===== src/gdb_pkg.sv =====
// Shared types, constants and helper functions of the Gregorian day-count block.
package gdb_pkg;

	// Field widths of one input beat and one result beat
	localparam int unsigned YEAR_W  = 14;
	localparam int unsigned MONTH_W = 4;
	localparam int unsigned DAY_W   = 5;
	localparam int unsigned COUNT_W = 23;
	localparam int unsigned IN_W    = 48;
	localparam int unsigned OUT_W   = 24;

	// Highest year that is taken as it stands
	localparam logic [YEAR_W-1:0] MAX_YEAR = YEAR_W'(9999);

	// Day numbers of years up to MAX_YEAR fit in 22 bits; differences in 24 bits
	localparam int unsigned DNUM_W = 22;
	localparam int unsigned DIFF_W = 24;

	// Quotient by 100 as a multiply by 2^19/100 rounded up, exact for 14-bit years
	localparam int unsigned RECIP_W     = 13;
	localparam logic [RECIP_W-1:0] RECIP_100 = RECIP_W'(5243);
	localparam int unsigned RECIP_SHIFT = 19;
	localparam int unsigned CENT_W      = 7;
	localparam int unsigned PROD_W      = YEAR_W + RECIP_W;

	localparam logic [MONTH_W-1:0] MONTH_FIRST = MONTH_W'(1);
	localparam logic [MONTH_W-1:0] MONTH_LAST  = MONTH_W'(12);

	localparam logic signed [DIFF_W-1:0] COUNT_MAX = DIFF_W'(4194303);
	localparam logic signed [DIFF_W-1:0] COUNT_MIN = -DIFF_W'(4194304);

	// Controller states
	typedef enum logic [2:0] {
		ST_IDLE,
		ST_DIVP,
		ST_DIVY,
		ST_WHOLE,
		ST_DAY,
		ST_FINISH
	} state_t;

	// Which date the datapath works on in the current pass
	typedef enum logic {
		SEL_END,
		SEL_START
	} date_sel_t;

	// Commands from the controller to the datapath
	typedef struct packed {
		logic      load_in;
		logic      do_divp;
		logic      do_divy;
		logic      do_whole;
		logic      do_day;
		logic      load_out;
		date_sel_t sel;
	} dp_cmd_t;

	// Status from the datapath to the controller
	typedef struct packed {
		logic bad;
	} dp_status_t;

	// A year of zero is taken as 1, any year above MAX_YEAR as MAX_YEAR
	function automatic logic [YEAR_W-1:0] clamp_year(input logic [YEAR_W-1:0] y);
		logic [YEAR_W-1:0] r;
		r = y;
		if (y == '0) begin
			r = YEAR_W'(1);
		end else if (y > MAX_YEAR) begin
			r = MAX_YEAR;
		end
		return r;
	endfunction

	function automatic logic month_ok(input logic [MONTH_W-1:0] m);
		return (m >= MONTH_FIRST) && (m <= MONTH_LAST);
	endfunction

	// Days before the first of a month; index is month minus one
	function automatic logic [8:0] days_before(input logic [MONTH_W-1:0] idx,
		input logic leap);
		logic [8:0] r;
		case (idx)
			4'd0:    r = 9'd0;
			4'd1:    r = 9'd31;
			4'd2:    r = leap ? 9'd60  : 9'd59;
			4'd3:    r = leap ? 9'd91  : 9'd90;
			4'd4:    r = leap ? 9'd121 : 9'd120;
			4'd5:    r = leap ? 9'd152 : 9'd151;
			4'd6:    r = leap ? 9'd182 : 9'd181;
			4'd7:    r = leap ? 9'd213 : 9'd212;
			4'd8:    r = leap ? 9'd244 : 9'd243;
			4'd9:    r = leap ? 9'd274 : 9'd273;
			4'd10:   r = leap ? 9'd305 : 9'd304;
			default: r = leap ? 9'd335 : 9'd334;
		endcase
		return r;
	endfunction

endpackage


===== src/gregorian_days_between_dates.sv =====
// Top level of the Gregorian day-count block: controller and datapath.
//
//  channel  | dir | handshake                      | payload
//  s_axis   | in  | s_axis_tvalid / s_axis_tready  | tdata: both dates
//  m_axis   | out | m_axis_tvalid / m_axis_tready  | tdata: day_count, tuser: bad_date
//
// A valid date pair goes through one capture, four steps per date (DIVP and
// DIVY on the shared divide-by-100 multiplier, then WHOLE and DAY) and one
// load into the output register. A pair with a bad month goes from the
// capture through DIVP straight to the load. A new beat is accepted once the
// previous result sits in the output register, even while that result is
// still stalled. The asynchronous reset clears the controller and the output valid flag.
module gregorian_days_between_dates (
	input  logic                        clk,
	input  logic                        arst_n,
	input  logic                        s_axis_tvalid,
	output logic                        s_axis_tready,
	// start_year[13:0], start_month[17:14], start_day[22:18],
	// end_year[36:23], end_month[40:37], end_day[45:41], zero fill [47:46]
	input  logic [gdb_pkg::IN_W-1:0]    s_axis_tdata,
	output logic                        m_axis_tvalid,
	input  logic                        m_axis_tready,
	// day_count[22:0], zero fill [23]
	output logic [gdb_pkg::OUT_W-1:0]   m_axis_tdata,
	// bad_date[0]
	output logic                        m_axis_tuser
);
	import gdb_pkg::*;

	dp_cmd_t            cmd;
	dp_status_t         status;
	logic [COUNT_W-1:0] day_count;

	gdb_ctrl u_ctrl (
		.clk       (clk),
		.arst_n    (arst_n),
		.in_valid  (s_axis_tvalid),
		.in_ready  (s_axis_tready),
		.out_valid (m_axis_tvalid),
		.out_ready (m_axis_tready),
		.status    (status),
		.cmd       (cmd)
	);

	gdb_dp u_dp (
		.clk       (clk),
		.in_data   (s_axis_tdata),
		.cmd       (cmd),
		.status    (status),
		.day_count (day_count),
		.bad_date  (m_axis_tuser)
	);

	assign m_axis_tdata = {1'b0, day_count};

endmodule


===== src/gdb_ctrl.sv =====
// Controller state machine that sequences the two day-number passes and the result beat.
module gdb_ctrl (
	input  logic                clk,
	input  logic                arst_n,
	input  logic                in_valid,
	output logic                in_ready,
	output logic                out_valid,
	input  logic                out_ready,
	input  gdb_pkg::dp_status_t status,
	output gdb_pkg::dp_cmd_t    cmd
);
	import gdb_pkg::*;

	state_t    state_q, state_next;
	date_sel_t sel_q, sel_next;
	logic      out_valid_q;
	logic      out_free;

	// The result register may be refilled once it is empty or being taken
	assign out_free  = !out_valid_q || out_ready;
	assign out_valid = out_valid_q;

	// Next state
	always_comb begin
		state_next = state_q;
		sel_next   = sel_q;
		case (state_q)
			ST_IDLE: begin
				if (in_valid) begin
					state_next = ST_DIVP;
					sel_next   = SEL_END;
				end
			end
			ST_DIVP: begin
				state_next = status.bad ? ST_FINISH : ST_DIVY;
			end
			ST_DIVY:  state_next = ST_WHOLE;
			ST_WHOLE: state_next = ST_DAY;
			ST_DAY: begin
				if (sel_q == SEL_END) begin
					sel_next   = SEL_START;
					state_next = ST_DIVP;
				end else begin
					state_next = ST_FINISH;
				end
			end
			ST_FINISH: begin
				if (out_free) begin
					state_next = ST_IDLE;
				end
			end
			default: state_next = ST_IDLE;
		endcase
	end

	// Outputs to the datapath and the input handshake
	always_comb begin
		cmd          = '0;
		cmd.sel      = sel_q;
		in_ready     = 1'b0;
		case (state_q)
			ST_IDLE: begin
				in_ready    = 1'b1;
				cmd.load_in = in_valid;
			end
			ST_DIVP:   cmd.do_divp  = 1'b1;
			ST_DIVY:   cmd.do_divy  = 1'b1;
			ST_WHOLE:  cmd.do_whole = 1'b1;
			ST_DAY:    cmd.do_day   = 1'b1;
			ST_FINISH: cmd.load_out = out_free;
			default: begin
				cmd = '0;
			end
		endcase
	end

	// State, pass select and result-valid flag
	always_ff @(posedge clk or negedge arst_n) begin
		if (!arst_n) begin
			state_q     <= ST_IDLE;
			sel_q       <= SEL_END;
			out_valid_q <= 1'b0;
		end else begin
			state_q <= state_next;
			sel_q   <= sel_next;
			if (cmd.load_out) begin
				out_valid_q <= 1'b1;
			end else if (out_ready) begin
				out_valid_q <= 1'b0;
			end
		end
	end

endmodule


===== src/gdb_dp.sv =====
// Datapath: captured dates, day-number arithmetic and the result register.
module gdb_dp (
	input  logic                         clk,
	input  logic [gdb_pkg::IN_W-1:0]     in_data,
	input  gdb_pkg::dp_cmd_t             cmd,
	output gdb_pkg::dp_status_t          status,
	output logic [gdb_pkg::COUNT_W-1:0]  day_count,
	output logic                         bad_date
);
	import gdb_pkg::*;

	logic [YEAR_W-1:0]  sy_q, ey_q;
	logic [MONTH_W-1:0] sm_q, em_q;
	logic [DAY_W-1:0]   sd_q, ed_q;

	logic [YEAR_W-1:0]  yr, prev;
	logic [MONTH_W-1:0] mon, mon_idx;
	logic [DAY_W-1:0]   dom;
	logic [PROD_W-1:0]  prod;
	logic [CENT_W-1:0]  qp_q, qy_q;
	logic               leap_q;
	logic [DNUM_W-1:0]  whole_q, end_q, dnum;
	logic signed [DIFF_W-1:0] diff_q, sat;
	logic [COUNT_W-1:0] count_q;
	logic               bad_q;

	// Beat capture
	always_ff @(posedge clk) begin
		if (cmd.load_in) begin
			sy_q <= in_data[13:0];
			sm_q <= in_data[17:14];
			sd_q <= in_data[22:18];
			ey_q <= in_data[36:23];
			em_q <= in_data[40:37];
			ed_q <= in_data[45:41];
		end
	end

	assign status.bad = !month_ok(sm_q) || !month_ok(em_q);

	// Date of the current pass
	assign yr      = clamp_year((cmd.sel == SEL_START) ? sy_q : ey_q);
	assign mon     = (cmd.sel == SEL_START) ? sm_q : em_q;
	assign dom     = (cmd.sel == SEL_START) ? sd_q : ed_q;
	assign prev    = yr - YEAR_W'(1);
	assign mon_idx = mon - MONTH_W'(1);

	// One shared multiplier gives the quotient by 100 of the previous year, then of the year
	assign prod = PROD_W'(cmd.do_divy ? yr : prev) * PROD_W'(RECIP_100);

	always_ff @(posedge clk) begin
		if (cmd.do_divp) begin
			qp_q <= CENT_W'(prod >> RECIP_SHIFT);
		end
		if (cmd.do_divy) begin
			qy_q <= CENT_W'(prod >> RECIP_SHIFT);
		end
	end

	// Days in whole years before this one, and the leap test of this year
	always_ff @(posedge clk) begin
		if (cmd.do_whole) begin
			whole_q <= DNUM_W'(prev) * DNUM_W'(365) + DNUM_W'(prev >> 2)
				- DNUM_W'(qp_q) + DNUM_W'(qp_q >> 2);
			leap_q  <= (yr[1:0] == 2'b00)
				&& ((YEAR_W'(qy_q) * YEAR_W'(100) != yr) || (qy_q[1:0] == 2'b00));
		end
	end

	// Day number of the date; the day is added as it stands
	assign dnum = whole_q + DNUM_W'(days_before(mon_idx, leap_q)) + DNUM_W'(dom);

	always_ff @(posedge clk) begin
		if (cmd.do_day) begin
			if (cmd.sel == SEL_END) begin
				end_q <= dnum;
			end else begin
				diff_q <= $signed({2'b00, end_q}) - $signed({2'b00, dnum});
			end
		end
	end

	// Saturate to the signed count range
	always_comb begin
		sat = diff_q;
		if (diff_q > COUNT_MAX) begin
			sat = COUNT_MAX;
		end else if (diff_q < COUNT_MIN) begin
			sat = COUNT_MIN;
		end
	end

	// Result register
	always_ff @(posedge clk) begin
		if (cmd.load_out) begin
			bad_q   <= status.bad;
			count_q <= status.bad ? '0 : COUNT_W'(sat);
		end
	end

	assign day_count = count_q;
	assign bad_date  = bad_q;

endmodule


===== config.mk =====
export PLATFORM = sky130hd
export DESIGN_NAME = gregorian_days_between_dates
export DESIGN_NICKNAME = d
export VERILOG_FILES = /design/src/gdb_pkg.sv /design/src/gregorian_days_between_dates.sv /design/src/gdb_ctrl.sv /design/src/gdb_dp.sv
export SDC_FILE = /design/constraint.sdc
export NUM_CORES = 1
export LEC_CHECK = 0
export ABC_AREA = 1
export BUFFER_PORTS_ARGS = -buffer_cell sky130_fd_sc_hd__buf_2
export CAP_MARGIN = 20
export CORE_AREA = 2 2 183 185
export CTS_CLUSTER_DIAMETER = 120
export DETAILED_ROUTE_END_ITERATION = 6
export DIE_AREA = 0 0 185 187
export GPL_ROUTABILITY_DRIVEN = 0
export PLACE_DENSITY = 0.74
export SKIP_CTS_REPAIR_TIMING = 1
export SYNTH_ARGS = -nofsm -noshare
export SYNTH_HDL_FRONTEND = slang
export SYNTH_SLANG_ARGS = --single-unit
export TNS_END_PERCENT = 30

===== constraint.sdc =====
create_clock -name clk -period 16.3 [get_ports clk]
set_clock_uncertainty 0.15 [all_clocks]
set_input_delay 1.63 -clock clk [delete_from_list [all_inputs] [get_ports clk]]
set_output_delay 1.63 -clock clk [all_outputs]
set_load 0.02 [all_outputs]

==> results.md <==
- DR pass1 iterations: 5
- Vias/cell: 5.07
- Setup slack after layout: 7.26 ns
- Crit. Startpoint: u_ctrl.sel_q$_DFFE_PN0P_
- Routed Antenna Nets: 0
- # setup viols final: 0
- Worst Max-Slew Pin Slew: 1.05 ns
- Gr ovfl total: 0
- Syn Inst Count: 1673
- Clk_lat worst skew: 0.43 ns
- Maxcap violations: 0
- RSZ-0062 raised after global routing: false
- Slowest stage delay, CP: 0.73 ns
- Period utilization: 55.4%
- Placeable core area: 32900 um^2
- Setup WS pre-CTS: 7.35 ns
- Number of flops mapped to enable cells by yosys: 152
- Die Ht: 187 um
- Fraction of layout cells with a size suffix above 1: 11.2%
- Worst path slowest cell: dfrtp_1
- Final hold vios: 0
- Ant. Diodes: 0
- Via count: 11272
- All-Layer GR Usage: 19.2%
- Post-synth top cells: 396 x inv_1, 230 x ha_1, 197 x nand2_1, 152 x edfxtp_1, 145 x fa_1
- DRC: 0
- Placed insts: 2189
- 1st-iter DRT viols: 646
- Die ar.: 34600 um^2
- DR top layer: met4
- Crit start category: flop
- Initial antenna violation count: 0
- First-pass GRT wire length: 53.9 mm
- Cell Count, Final, Fillers Out: 2222
- Final Max Slew Viols: 0
- Layout area overhead: 9.65%
- Row cnt: 67
- Dominant cells by area after synthesis: edfxtp_1 28%, fa_1 18%, ha_1 18%
- WL per Instance: 14.1 um
- Worst min path class: flop to flop
- Worst R2R Path Depth: 36
- RR Endpoint: u_dp.qp_q[6]$_DFFE_PP_
- Syn Area/Cell: 9.63 um^2
- Net count, final: 2188
- Post-Syn Nets: 2100
- Clock Tree Buf Depth: 2
- H-tree levels: 4
- Crit path top cell by count: nand2_1
- Worst Path Required: 16.36 ns
- Routed WL: 31.4 mm
- Most frequent cell after synthesis: inv_1
- Die Span X: 185 um
- Reg clk slew, reported paths: 0.08 ns
- Critical path fanouts, max: 33
- Synth warn: 0
- CTS tree: done
- CP arrival: 9.10 ns
- CP endpoint kind: flop
- Hpwl dp: 25.8 mm
- TNS Setup: 0 ns
- Minimum clock period after layout: 9.04 ns
- M1 WL: 13.4 mm
- Main flop type after synthesis: edfxtp_1
- Vias in the first global route: 11895
- Yosys top cell area share: 28.3%
- CTS root buf: clkbuf_16
- Post-synth ARST share: 3.18%
- Post-Syn Area: 16100 um^2
- Fmax: 111 MHz
- Crit path kind: flop to flop
- Clock Sinks: 157
- DR WL met3: 1.09 mm
- Count of cell types in the netlist: 53
- Seq cells post-synth: 157
- Status: complete, no violations
- Post-synth top area cell: edfxtp_1
- Reg-to-reg slack, setup: 7.26 ns
- Initial Util: 49.0%
- Cts bufs inserted: 17
- Met2 wire length: 16.0 mm
- Reg-to-Reg Start: u_ctrl.sel_q$_DFFE_PN0P_
- IO Port Bufs: 75
- Largest net degree at the start of global routing: 34
- Worst hold margin: 0.386 ns
- Critical Path End: u_dp.qp_q[6]$_DFFE_PP_
- Sequential area share after synthesis: 29.1%
- Max transition margin: 29.2%
- Ports: 79
==> sequential cells by signal, summed over array words and instances, names as in the netlist, 4 cells and up <==
signal and count:
u_dp.sd_q 5, u_dp.sy_q 14, u_dp.end_q 22, u_dp.qp_q 7, u_dp.ed_q 5, u_dp.ey_q 14
u_dp.day_count 23, u_dp.em_q 4, u_dp.whole_q 22, u_dp.sm_q 4, u_dp.diff_q 23, u_dp.qy_q 7
==> how the worst min path moves through the flow <==
stage                              start                               end  depth (start not counted)
2_1_floorplan   u_dp.diff_q[0]$_DFFE_PP_   u_dp.day_count[0]$_SDFFCE_PP0P_                          2
3_3_place_gp   u_dp.diff_q[13]$_DFFE_PP_  u_dp.day_count[13]$_SDFFCE_PP0P_                          2
3_5_place_dp   u_dp.diff_q[22]$_DFFE_PP_  u_dp.day_count[22]$_SDFFCE_PP0P_                          2
4_1_cts        u_dp.diff_q[19]$_DFFE_PP_  u_dp.day_count[19]$_SDFFCE_PP0P_                          2
5_1_grt         u_dp.diff_q[8]$_DFFE_PP_   u_dp.day_count[8]$_SDFFCE_PP0P_                          2
6_report       u_dp.diff_q[19]$_DFFE_PP_  u_dp.day_count[19]$_SDFFCE_PP0P_                          2
==> cells in the final DEF, fill, tap and decap left out, types with 4 or more instances in the layout <==
cell and n:
buf_2 75, xnor2_1 22, nor3_1 13, fa_1 145
dfrtp_1 5, o211ai_1 7, nand3_2 8, o2111ai_1 4
o21ai_2 12, a21oi_1 76, nand3_1 43, nand4_1 18
edfxtp_1 152, o21ai_0 54, clkinv_8 5, mux2i_1 4
xor2_1 64, a31oi_1 9, nand2_1 197, ha_1 230
nor2_2 7, o21bai_1 6, nor4_1 5, nor2_1 96
buf_4 4, a21o_1 9, nor2_4 6, inv_1 396
clkbuf_16 17, inv_2 10, nand2_2 20, nand2_4 7
or2_2 4
==> through the flow <==
step                utilization (%)  cell area [um^2]
floorplan                         -             16100
global placement               51.7             17000
detailed placement             51.8             17000
CTS                            53.7             17700
global route                   53.8             17700
finish                         53.8             17700
==> worst max-delay path: cells and delay by family (launching register included) <==
family / cells / cell delay [ns]
adders and majority gates: 7 / 2.95
and+or+nand+nor: 14 / 2.54
AOI/OAI and AO/OA: 4 / 0.93
xor gates and xnor gates: 3 / 0.80
DFF: 1 / 0.73
buffers and inverters: 8 / 0.72
==> kinds of logic after synthesis <==
logic type	synth area share, %
compound gates	6.88
xor+xnor	4.98
fa+ha+maj	35.9
buf+inv	10.2
flops	29.1
mux	0.318
other cells	0.0233
simple gates	12.7
==> final cells by class <==
| type | instances | area [um^2] |
|---|---|---|
| clock buffer | 17 | 425 |
| clock inverter | 15 | 196 |
| fill | 2840 | 15200 |
| inverter | 407 | 1530 |
| multi-input combinational | 1096 | 9810 |
| sequential | 157 | 4690 |
| tap | 448 | 561 |
| timing repair buffer | 82 | 463 |
==> layer usage <==
layer  vias to the layer above  GRT usage [%]
met3                        82           2.43
met1                      5394           23.4
met5                         -              0
li1                       5546              -
met4                         0           6.87
met2                       250           34.8
Power is not shown: default switching activity piles up to over one toggle a cycle in this logic, so the estimate is an artifact.
